===== config.mk =====
export PLATFORM = sky130hd
export DESIGN_NAME = button_press_classifier
export DESIGN_NICKNAME = d
export VERILOG_FILES = /design/src/rtl/bpc_pkg.sv /design/src/rtl/button_press_classifier.sv /design/src/rtl/bpc_lane.sv /design/src/rtl/bpc_merge.sv
export SDC_FILE = /design/constraint.sdc
export NUM_CORES = 1
export LEC_CHECK = 0
export BUFFER_PORTS_ARGS = -buffer_cell sky130_fd_sc_hd__buf_2
export CAP_MARGIN = 0
export CORE_ASPECT_RATIO = 1.25
export CORE_MARGIN = 2
export CORE_UTILIZATION = 40
export CTS_CLUSTER_DIAMETER = 50
export CTS_CLUSTER_SIZE = 12
export DETAILED_ROUTE_END_ITERATION = 12
export SLEW_MARGIN = 20
export SYNTH_ARGS = -nofsm -noshare
export SYNTH_HDL_FRONTEND = slang
export SYNTH_SLANG_ARGS = --single-unit

===== constraint.sdc =====
create_clock -name clk -period 8.88 [get_ports clk]
set_input_delay 0.888 -clock clk [delete_from_list [all_inputs] [get_ports clk]]
set_output_delay 0.888 -clock clk [all_outputs]
set_load 0.01 [all_outputs]

===== src/rtl/bpc_pkg.sv =====
package bpc_pkg;

    localparam int TIME_BITS_DEFAULT = 32;
    localparam int NOW_BITS          = 32;
    localparam int HOLD_BITS         = 16;
    localparam int NUM_BUTTONS       = 3;
    localparam int BTN_A             = 0;
    localparam int BTN_B             = 1;
    localparam int BTN_C             = 2;

    localparam int IN_BITS           = 40;
    localparam int OUT_BITS          = 16;
    localparam int APB_ADDR_BITS     = 3;
    localparam int APB_DATA_BITS     = 32;

    localparam logic [HOLD_BITS-1:0] LONG_PRESS_RESET = 16'd800;
    localparam logic [HOLD_BITS-1:0] COMBO_HOLD_RESET = 16'd1000;

    typedef enum logic
    {
        REG_LONG_PRESS_TIME = 1'b0,
        REG_COMBO_HOLD_TIME = 1'b1
    } reg_index_t;

    typedef struct packed
    {
        logic short_ev;
        logic long_ev;
        logic held;
    } lane_evt_t;

endpackage


===== src/rtl/button_press_classifier.sv =====
// Classifies polls of three push buttons into short, long and A+C chord events.
// Each poll item on the slave stream produces exactly one result item on the
// master stream in the next cycle, and a new poll is taken every cycle as long
// as the output register is empty or being drained in the same cycle. The
// three button lanes and the chord timer update in the cycle of acceptance,
// so the rate is one item per clock, limited only by the output register.
// Timestamp differences wrap modulo 2^TIME_BITS. Configuration registers sit
// at byte 0 (long press time) and byte 4 (combo hold time) and must only be
// written while no poll is in flight.
module button_press_classifier #(
    parameter int TIME_BITS = bpc_pkg::TIME_BITS_DEFAULT
) (
    input  logic                                clk,
    input  logic                                rst_n,
    input  logic                                s_tvalid,
    output logic                                s_tready,
    // Fields from bit 0: level_a, level_b, level_c, now_ms[31:0], zero pad.
    input  logic [bpc_pkg::IN_BITS-1:0]         s_tdata,
    output logic                                m_tvalid,
    input  logic                                m_tready,
    // Fields from bit 0: short_a, short_b, short_c, long_a, long_b, long_c,
    // combo_ac, held_a, held_b, held_c, zero pad.
    output logic [bpc_pkg::OUT_BITS-1:0]        m_tdata,
    input  logic                                psel,
    input  logic                                penable,
    input  logic                                pwrite,
    input  logic [bpc_pkg::APB_ADDR_BITS-1:0]   paddr,
    input  logic [bpc_pkg::APB_DATA_BITS-1:0]   pwdata,
    output logic [bpc_pkg::APB_DATA_BITS-1:0]   prdata,
    output logic                                pready
);

    typedef logic [TIME_BITS-1:0] time_t;

    logic [bpc_pkg::HOLD_BITS-1:0] long_press_reg;
    logic [bpc_pkg::HOLD_BITS-1:0] combo_hold_reg;
    bpc_pkg::reg_index_t           reg_sel;
    logic                          cfg_write;
    logic                          accept;
    logic [bpc_pkg::NUM_BUTTONS-1:0] levels;
    time_t                         now;
    logic                          combo;
    bpc_pkg::lane_evt_t            evt [bpc_pkg::NUM_BUTTONS];

    assign pready    = 1'b1;
    assign reg_sel   = bpc_pkg::reg_index_t'(paddr[2]);
    assign cfg_write = psel && penable && pwrite && pready;

    always_ff @(posedge clk or negedge rst_n)
    begin
        if (!rst_n)
        begin
            long_press_reg <= bpc_pkg::LONG_PRESS_RESET;
            combo_hold_reg <= bpc_pkg::COMBO_HOLD_RESET;
        end
        else if (cfg_write)
        begin
            unique case (reg_sel)
                bpc_pkg::REG_LONG_PRESS_TIME:
                begin
                    long_press_reg <= pwdata[bpc_pkg::HOLD_BITS-1:0];
                end
                bpc_pkg::REG_COMBO_HOLD_TIME:
                begin
                    combo_hold_reg <= pwdata[bpc_pkg::HOLD_BITS-1:0];
                end
                default:
                begin
                    long_press_reg <= long_press_reg;
                end
            endcase
        end
    end

    always_comb
    begin
        unique case (reg_sel)
            bpc_pkg::REG_LONG_PRESS_TIME:
            begin
                prdata = bpc_pkg::APB_DATA_BITS'(long_press_reg);
            end
            bpc_pkg::REG_COMBO_HOLD_TIME:
            begin
                prdata = bpc_pkg::APB_DATA_BITS'(combo_hold_reg);
            end
            default:
            begin
                prdata = '0;
            end
        endcase
    end

    assign s_tready = !m_tvalid || m_tready;
    assign accept   = s_tvalid && s_tready;
    assign levels   = s_tdata[bpc_pkg::NUM_BUTTONS-1:0];
    assign now      = time_t'(s_tdata[bpc_pkg::NUM_BUTTONS +: bpc_pkg::NOW_BITS]);

    for (genvar k = 0; k < bpc_pkg::NUM_BUTTONS; k++)
    begin : g_lane
        logic force_done;
        assign force_done = combo && ((k == bpc_pkg::BTN_A) || (k == bpc_pkg::BTN_C));

        bpc_lane #(
            .TIME_BITS(TIME_BITS)
        ) u_lane (
            .clk             (clk),
            .rst_n           (rst_n),
            .accept          (accept),
            .down            (levels[k]),
            .now             (now),
            .long_press_time (long_press_reg),
            .force_done      (force_done),
            .evt             (evt[k])
        );
    end

    bpc_merge #(
        .TIME_BITS(TIME_BITS)
    ) u_merge (
        .clk             (clk),
        .rst_n           (rst_n),
        .accept          (accept),
        .level_a         (levels[bpc_pkg::BTN_A]),
        .level_c         (levels[bpc_pkg::BTN_C]),
        .now             (now),
        .combo_hold_time (combo_hold_reg),
        .evt             (evt),
        .combo           (combo),
        .out_ready       (m_tready),
        .out_valid       (m_tvalid),
        .out_data        (m_tdata)
    );

`ifndef NO_ASSERTIONS
    a_combo_needs_chord: assert property (@(posedge clk) disable iff (!rst_n)
        m_tvalid |-> (!m_tdata[6] || (m_tdata[7] && m_tdata[9])))
        else $error("combo event without A and C held");

    a_short_not_held: assert property (@(posedge clk) disable iff (!rst_n)
        m_tvalid |-> ((!m_tdata[0] || !m_tdata[7]) && (!m_tdata[1] || !m_tdata[8])
                      && (!m_tdata[2] || !m_tdata[9])))
        else $error("short event on a button still held");

    a_result_follows_poll: assert property (@(posedge clk) disable iff (!rst_n)
        accept |=> m_tvalid)
        else $error("accepted poll gave no result");
`endif

endmodule


===== src/rtl/bpc_lane.sv =====
module bpc_lane #(
    parameter int TIME_BITS = bpc_pkg::TIME_BITS_DEFAULT
) (
    input  logic                           clk,
    input  logic                           rst_n,
    input  logic                           accept,
    input  logic                           down,
    input  logic [TIME_BITS-1:0]           now,
    input  logic [bpc_pkg::HOLD_BITS-1:0]  long_press_time,
    input  logic                           force_done,
    output bpc_pkg::lane_evt_t             evt
);

    typedef logic [TIME_BITS-1:0] time_t;

    logic  pressed_reg;
    logic  pressed_next;
    logic  done_reg;
    logic  done_next;
    time_t start_reg;
    time_t start_next;
    time_t elapsed;
    time_t elapsed_after;
    time_t limit;
    logic  press_edge;
    logic  release_edge;
    logic  done_mid;
    logic  short_ev;
    logic  long_ev;

    assign limit        = time_t'(long_press_time);
    assign press_edge   = down && !pressed_reg;
    assign release_edge = !down && pressed_reg;
    assign elapsed      = now - start_reg;
    assign elapsed_after = press_edge ? '0 : elapsed;

    always_comb
    begin
        pressed_next = pressed_reg;
        done_mid     = done_reg;
        start_next   = start_reg;
        short_ev     = 1'b0;
        if (press_edge)
        begin
            pressed_next = 1'b1;
            done_mid     = 1'b0;
            start_next   = now;
        end
        else if (release_edge)
        begin
            short_ev     = !done_reg && (elapsed < limit);
            pressed_next = 1'b0;
            done_mid     = 1'b0;
        end
        long_ev   = pressed_next && !done_mid && (elapsed_after >= limit);
        done_next = done_mid || long_ev || force_done;
    end

    always_ff @(posedge clk or negedge rst_n)
    begin
        if (!rst_n)
        begin
            pressed_reg <= 1'b0;
            done_reg    <= 1'b0;
            start_reg   <= '0;
        end
        else if (accept)
        begin
            pressed_reg <= pressed_next;
            done_reg    <= done_next;
            start_reg   <= start_next;
        end
    end

    assign evt.short_ev = short_ev;
    assign evt.long_ev  = long_ev;
    assign evt.held     = pressed_next;

endmodule


===== src/rtl/bpc_merge.sv =====
module bpc_merge #(
    parameter int TIME_BITS = bpc_pkg::TIME_BITS_DEFAULT
) (
    input  logic                            clk,
    input  logic                            rst_n,
    input  logic                            accept,
    input  logic                            level_a,
    input  logic                            level_c,
    input  logic [TIME_BITS-1:0]            now,
    input  logic [bpc_pkg::HOLD_BITS-1:0]   combo_hold_time,
    input  bpc_pkg::lane_evt_t              evt [bpc_pkg::NUM_BUTTONS],
    output logic                            combo,
    input  logic                            out_ready,
    output logic                            out_valid,
    output logic [bpc_pkg::OUT_BITS-1:0]    out_data
);

    typedef logic [TIME_BITS-1:0] time_t;

    logic                         timing_reg;
    logic                         latched_reg;
    time_t                        start_reg;
    time_t                        start_eff;
    time_t                        elapsed;
    logic                         chord;
    logic                         valid_reg;
    logic [bpc_pkg::OUT_BITS-1:0] data_reg;
    logic [bpc_pkg::OUT_BITS-1:0] data_next;

    assign chord     = level_a && level_c;
    assign start_eff = timing_reg ? start_reg : now;
    assign elapsed   = now - start_eff;
    assign combo     = chord && !latched_reg && (elapsed >= time_t'(combo_hold_time));

    always_ff @(posedge clk or negedge rst_n)
    begin
        if (!rst_n)
        begin
            timing_reg  <= 1'b0;
            latched_reg <= 1'b0;
            start_reg   <= '0;
        end
        else if (accept)
        begin
            if (chord)
            begin
                timing_reg  <= 1'b1;
                latched_reg <= latched_reg || combo;
                start_reg   <= start_eff;
            end
            else
            begin
                timing_reg  <= 1'b0;
                latched_reg <= 1'b0;
                start_reg   <= '0;
            end
        end
    end

    // Result bits from the lowest up: short A..C, long A..C, combo, held A..C.
    always_comb
    begin
        data_next     = '0;
        data_next[0]  = evt[bpc_pkg::BTN_A].short_ev;
        data_next[1]  = evt[bpc_pkg::BTN_B].short_ev;
        data_next[2]  = evt[bpc_pkg::BTN_C].short_ev;
        data_next[3]  = evt[bpc_pkg::BTN_A].long_ev;
        data_next[4]  = evt[bpc_pkg::BTN_B].long_ev;
        data_next[5]  = evt[bpc_pkg::BTN_C].long_ev;
        data_next[6]  = combo;
        data_next[7]  = evt[bpc_pkg::BTN_A].held;
        data_next[8]  = evt[bpc_pkg::BTN_B].held;
        data_next[9]  = evt[bpc_pkg::BTN_C].held;
    end

    always_ff @(posedge clk or negedge rst_n)
    begin
        if (!rst_n)
        begin
            valid_reg <= 1'b0;
        end
        else if (accept)
        begin
            valid_reg <= 1'b1;
        end
        else if (out_ready)
        begin
            valid_reg <= 1'b0;
        end
    end

    always_ff @(posedge clk)
    begin
        if (accept)
        begin
            data_reg <= data_next;
        end
    end

    assign out_valid = valid_reg;
    assign out_data  = data_reg;

endmodule

==> results of run 1 <==
[Yosys cell counts (all sizes together) (32+ instances only)]
cell type	n	share of area (%)
xnor2	46	2.2
nand4	42	1.4
mux2	124	7.7
nand3	34	0.94
dfrtp	160	22
nand2	190	3.9
inv	170	3.5
nor3	35	0.96
ha	235	16
nor2b	64	2.2
o21a	35	1.4
nor2	100	2.1
clkbuf	75	1.5
mux2i	38	2.1
o21ai	148	4.1
a21o	69	2.9
xor2	32	1.5
a21oi	147	4.1
[final cells by class]
class,count,area (sq um)
clock buffer,17,425.4
sequential,179,4542
tap,578,723.2
fill,4509,25320
clock inverter,15,187.7
antenna,2,5.005
multi-input combinational,1710,12580
timing repair buffer,99,538.0
inverter,170,638.1
[how the worst max path moves through the flow]
stage                                    from                               endpoint
2_1_floorplan  u_merge.timing_reg$_DFFE_PN0P_          u_merge.out_data[6]$_DFFE_PP_
3_3_place_gp                       s_tdata[9]  g_lane[2].u_lane.done_reg$_DFFE_PN0P_
3_5_place_dp                       s_tdata[9]  g_lane[2].u_lane.done_reg$_DFFE_PN0P_
4_1_cts        u_merge.timing_reg$_DFFE_PN0P_  g_lane[2].u_lane.done_reg$_DFFE_PN0P_
5_1_grt        u_merge.timing_reg$_DFFE_PN0P_  g_lane[2].u_lane.done_reg$_DFFE_PN0P_
6_report       u_merge.timing_reg$_DFFE_PN0P_  g_lane[2].u_lane.done_reg$_DFFE_PN0P_
[kinds of logic after synthesis]
group	share of synthesized area (%)
adder cells (fa/ha/maj)	16.62
buffers and inverters	6.232
AND/OR/NAND/NOR	16.14
multiplexers	9.779
other	0.04133
XOR/XNOR	3.760
flip-flops	24.99
AO/OA/AOI/OAI	22.44
[metrics by stage]
step / std cells / hold slack [ns] / power, W / worst slack [ns]
6_report: 2770 / 0.4844 / 0.004887 / 3.090
5_1_grt: 2768 / 0.5108 / 0.005344 / 2.710
4_1_cts: 2768 / 0.4880 / 0.004902 / 3.137
3_5_place_dp: 2736 / 0.4701 / 0.004058 / 2.968
3_3_place_gp: 2736 / 0.4633 / 0.003998 / 3.025
2_1_floorplan: 2165 / 0.4496 / 0.003336 / 3.718
[critical path: stages (launching register included)]
cell and delay, ns:
dfrtp_2 0.55, buf_4 0.46, mux2i_1 0.29, ha_1 0.30
nand4_1 0.20, a211oi_1 0.11, or3_1 0.46, a21o_1 0.21
a21oi_1 0.21, o21ai_0 0.16, a21o_1 0.21, a21oi_1 0.19
xnor2_1 0.16, ha_1 0.27, nand4_1 0.18, o22ai_1 0.11
a2111oi_0 0.29, o2111ai_1 0.19, nor3_1 0.16, nand4_1 0.11
nand4b_1 0.38, nand3_1 0.31, o211ai_1 0.12
[power breakdown]
part	leakage [nW]	total (W)	switching, W	internal [W]
clock network	0.299	0.000809	0.000403	0.000406
logic	6.70	0.00298	0.00171	0.00127
registers	2.15	0.00110	0.0000970	0.00101
total	9.15	0.00489	0.00221	0.00268
[layer usage]
layer	wire length, um	global-route usage [%]	part of all wire, %	vias up
met5	37	0	0.070	-
met4	1284	7.036	2.4	6
met3	2022	2.854	3.8	66
met2	25810	38.88	49	374
met1	23640	28.76	45	7611
li1	-	-	-	7868
==> impl_results.md, run 1 <==
* FF-to-FF End: g_lane[2].u_lane.done_reg$_DFFE_PN0P_
* Initial DRC Count at 1,067
* CP Data Arrival Time at 6.12 ns
* CP Capture Type: flop
* Clk buf depth at 2
* Startpoint types: flop
* First-pass iteration count of the detailed router at 7
* HP Class: flop to flop
* Post-DR wirelength/cell at 19.06 um
* Syn Inst Count at approximately 2,100
* Worst skew pair latency at 0.47 ns
* Final hold violations at 0
* Row cnt at 87
* Core area at 44,960 sq um
* IO buf count at 86
* Register area share after synthesis at 24.99%
* Vias per std cell at 5.749
* Final Setup Violations at 0
* Period utilization at 65.20%
* Post-CTS setup repair buffer count at 0
* Post-Syn Area at 18,170 sq um
* Startpoint of the lowest-slack hold path: u_merge.start_reg[29]$_DFFE_PN0P_
* RSZ-0062 raised after global routing: false
* Setup TNS at 0 ns
* Flop2flop setup slack at between 3 and 4 ns
* Ys Warns at 0
* Post-CTS Resized at 0
* Final Util at 43.68%
* Antenna Nets Post-Route at 0
* Peak supply drop at between 0.1 and 0.15 mV
* Synthesized area per cell at 8.474 sq um
* WHS Path Cells at 2
* Vias in the first global route at 15,210
* Crit-path max FO at 27
* MaxCap Viol Count at 0
* Post-synth top flop: dfrtp_1
* DIE WIDTH at 194.6 um
* Placed cell areas at between 15,000 and 20,000 sq um
* Status: finished clean
* Clock slew at reported path FFs at ~0.080 ns
* Yosys cell types at 88
* Root buffer cell: clkbuf_16
* Gpl congestion at about 0.93
* Most frequent cells in the layout: ha_1, nand2_1, inv_1, dfrtp_1, a21oi_1
* Max Fclk at 172.7 MHz
* First-pass GRT wire length at approximately 84 mm
* Number of remaining DRC errors at 0
* Clk sinks at 179
* DR vias at roughly 16,000
* Commonest non-fill, non-tap cell in the layout: ha_1
* Critical path data required time at 9.21 ns
* CTS tree: done
* Fin nets at 2,498
* Slew margin rel. at 25.59%
* CTS buffer count at 17
* Lkg Pwr at 9.147 nW
* Ys async rst share at a little over nine tenths
* Power Density at around 250 nW/um^2
* Initial core utilization at between 40% and 50%
* Worst R2R Start: u_merge.timing_reg$_DFFE_PN0P_
* Yosys reg bits at approximately 180
* Total global routing overflow at 0
* Fin area at about 20,000 sq um
* HPWL after DPL at 42.29 mm
* Area growth syn-to-layout at 8.078%
* Worst-Margin Slew at 1.109 ns
* Initial antenna violation count at 3
* Full die area at ~47,000 sq um
* Worst Hold End: u_merge.start_reg[29]$_DFFE_PN0P_
* EDFF count, synth at 10
* Final wirelength at 52.79 mm
* Final Max Tran Viols at 0
* Worst Clk Skew at between 0.01 and 0.015 ns
* Largest net degree at the start of global routing at 122
* H-tree lvl count at 4
* Die Y at 242.3 um
* Total Routing Usage GR at between 20 and 25%
* Minimum clock period at ~5.8 ns
* Max reg flops at 96
* Hold Buf Count CTS at 0
* Critical path type: flop to flop
* Reg2reg path depth at 22
* IO Count at 133
* Share of layout cells above drive strength 1 at 13.33%
No activity file was read; power rests on OpenSTA's default activity.
==> run 2, diff against run 1 <==
- clock period: 8.88 -> 5.7 ns (I/O delays scaled with it)
==> run 2 against run 1 <==
Wire length grew 0.52%. Sequential power is 56% higher. Sequential share of layout area decreased by 0.095 points. Die area unchanged. Highest routed layer is now met4. Fmax is 11% higher. Largest power group unchanged. Flip-flop and latch count unchanged. Combinational power rose by 56%.
==> impl_results.md, run 2 (synthesis gave the netlist of run 1 again) <==
* First-pass iteration count of the detailed router at 6
* Worst skew pair latency at 0.47 ns
* RSZ-0062 raised after global routing: false
* Worst-Margin Slew at 1.024 ns
* Post-DR wirelength/cell at 19.06 um
* Total Routing Usage GR at 22.70%
* Root buffer cell: clkbuf_16
* Fin nets at about 2,500
* IO buf count at 86
* Diodes inserted at 0
* Critical path data required time at 5.93 ns
* Share of layout cells above drive strength 1 at 13.96%
* Initial antenna violation count at 0
* Initial core utilization at about two fifths
* H-tree lvl count at 4
* DIE WIDTH at 194.6 um
* Worst Clk Skew at 0.01207 ns
* HPWL after DPL at 42.85 mm
* Minimum clock period at 5.235 ns
* CTS tree: done
* Row cnt at 87
* Core area at 44,960 sq um
* Slew margin rel. at 31.54%
* Final Max Tran Viols at 0
* Lkg Pwr at 9.206 nW
* Vias per std cell at 5.756
* Antenna Nets Post-Route at 0
* Initial DRC Count at 1,109
* # placed instances at 2,745
* Area growth syn-to-layout at 8.526%
* Clk sinks at 179
* Seq. cell area at approximately 4500 sq um
* Final Setup Violations at 0
* Flop2flop setup slack at 0.46 ns
* Commonest non-fill, non-tap cell in the layout: ha_1
* Total global routing overflow at 0
* Reg2reg path depth at 21
* Worst R2R Start: u_merge.timing_reg$_DFFE_PN0P_
* Final wirelength at 53.06 mm
* Max Fclk at roughly 190 MHz
* Post-Layout Cell Count at 2,784
* IO Count at around 130
* FF-to-FF End: u_merge.out_data[6]$_DFFE_PP_
* Pre-CTS setup slack at 0.1961 ns
* Clk buf depth at 2
* Multi-input combinational cell area at roughly 13,000 sq um
* First-pass GRT wire length at 85.07 mm
* Gpl congestion at 0.9425
* CP Data Arrival Time at 5.46 ns
* Number of remaining DRC errors at 0
* Final hold violations at 0
* MaxCap Viol Count at 0
* Max reg flops at 96
* Die Y at 242.3 um
* Period utilization at about nine tenths
* Critical path type: flop to flop
* Power Density at 383.7 nW/um^2
* CP Capture Type: flop
* Clock slew at reported path FFs at 0.07 ns
* CTS buffer count at 17
* Fillers at 4,526
* Most frequent cells in the layout: ha_1, nand2_1, inv_1, dfrtp_1, a21oi_1
* DR vias at 16,030
* Full die area at 47,150 sq um
* Crit-path max FO at 10
* Peak supply drop at 0.2497 mV
* Startpoint types: flop
* Vias in the first global route at 15,580
* Largest net degree at the start of global routing at 69
* Setup TNS at 0 ns
* Final Power at 0.007566 W
* HP Class: input pin to asynchronous set/reset pin
* Worst setup margin at 0.4646 ns
* Status: finished clean
-- run 2: worst max path at each step --
stage / slack [ns] / depth (start not counted) / endpoint / from
2_1_floorplan: 0.54 / 22 / u_merge.out_data[6]$_DFFE_PP_ / u_merge.timing_reg$_DFFE_PN0P_
3_3_place_gp: 0.42 / 21 / u_merge.out_data[6]$_DFFE_PP_ / s_tdata[10]
3_5_place_dp: 0.20 / 22 / g_lane[2].u_lane.done_reg$_DFFE_PN0P_ / s_tdata[9]
4_1_cts: 0.18 / 21 / g_lane[2].u_lane.done_reg$_DFFE_PN0P_ / u_merge.timing_reg$_DFFE_PN0P_
5_1_grt: 0.1 / 21 / u_merge.out_data[6]$_DFFE_PP_ / u_merge.timing_reg$_DFFE_PN0P_
6_report: 0.46 / 21 / u_merge.out_data[6]$_DFFE_PP_ / u_merge.timing_reg$_DFFE_PN0P_
-- run 2: critical path: stages (launching register included) --
cell,delay (ns)
dfrtp_2,0.52
mux2i_2,0.32
ha_1,0.33
a211oi_1,0.34
o22ai_1,0.16
or3_1,0.34
a21o_1,0.19
a21oi_1,0.22
o21ai_0,0.19
a21o_1,0.23
a21oi_1,0.17
xnor2_1,0.14
ha_1,0.27
nand4_1,0.16
o22ai_1,0.11
a2111oi_1,0.32
o2111ai_1,0.17
nor3_1,0.18
nand4_1,0.10
nand4b_1,0.17
buf_4,0.19
and3_1,0.17
-- run 2: what timing repair did --
action                     CTS  global route
setup buffers                0             7
hold buffers                 0             0
resized for setup            0             2
setup endpoints to repair    0             4
-- run 2: area by class of cell --
type	count	share of cell area, %
Clock buffer	18	2.177
Inverter	170	3.236
Tap cell	578	3.668
Clock inverter	14	0.7424
Sequential cell	179	23.03
Timing Repair Buffer	115	3.331
Multi-Input combinational cell	1710	63.81
-- run 2: power breakdown --
part | leakage [nW] | internal [W] | switching, W
Sequential | 2.15 | 0.00157 | 0.000151
Clock | 0.278 | 0.000618 | 0.000587
Combinational | 6.78 | 0.00198 | 0.00266
Total | 9.21 | 0.00417 | 0.00340
-- run 2: stage by stage --
step	area [sq um]	utilization, %	hold slack (ns)
2_1_floorplan	18250	-	0.2744
3_3_place_gp	19080	42.45	0.4631
3_5_place_dp	19080	42.45	0.4701
4_1_cts	19660	43.73	0.008820
5_1_grt	19720	43.86	0.03030
6_report	19720	43.86	0.01188
-- run 2: metal layers --
layer / wire length, um / share of wire, % / track usage [%] / vias up
li1: - / - / - / 7902
met1: 23580 / 44 / 28.45 / 7705
met2: 26090 / 49 / 40.15 / 358
met3: 1704 / 3.2 / 2.339 / 60
met4: 1688 / 3.2 / 8.394 / 0
met5: 0 / 0 / 0 / -
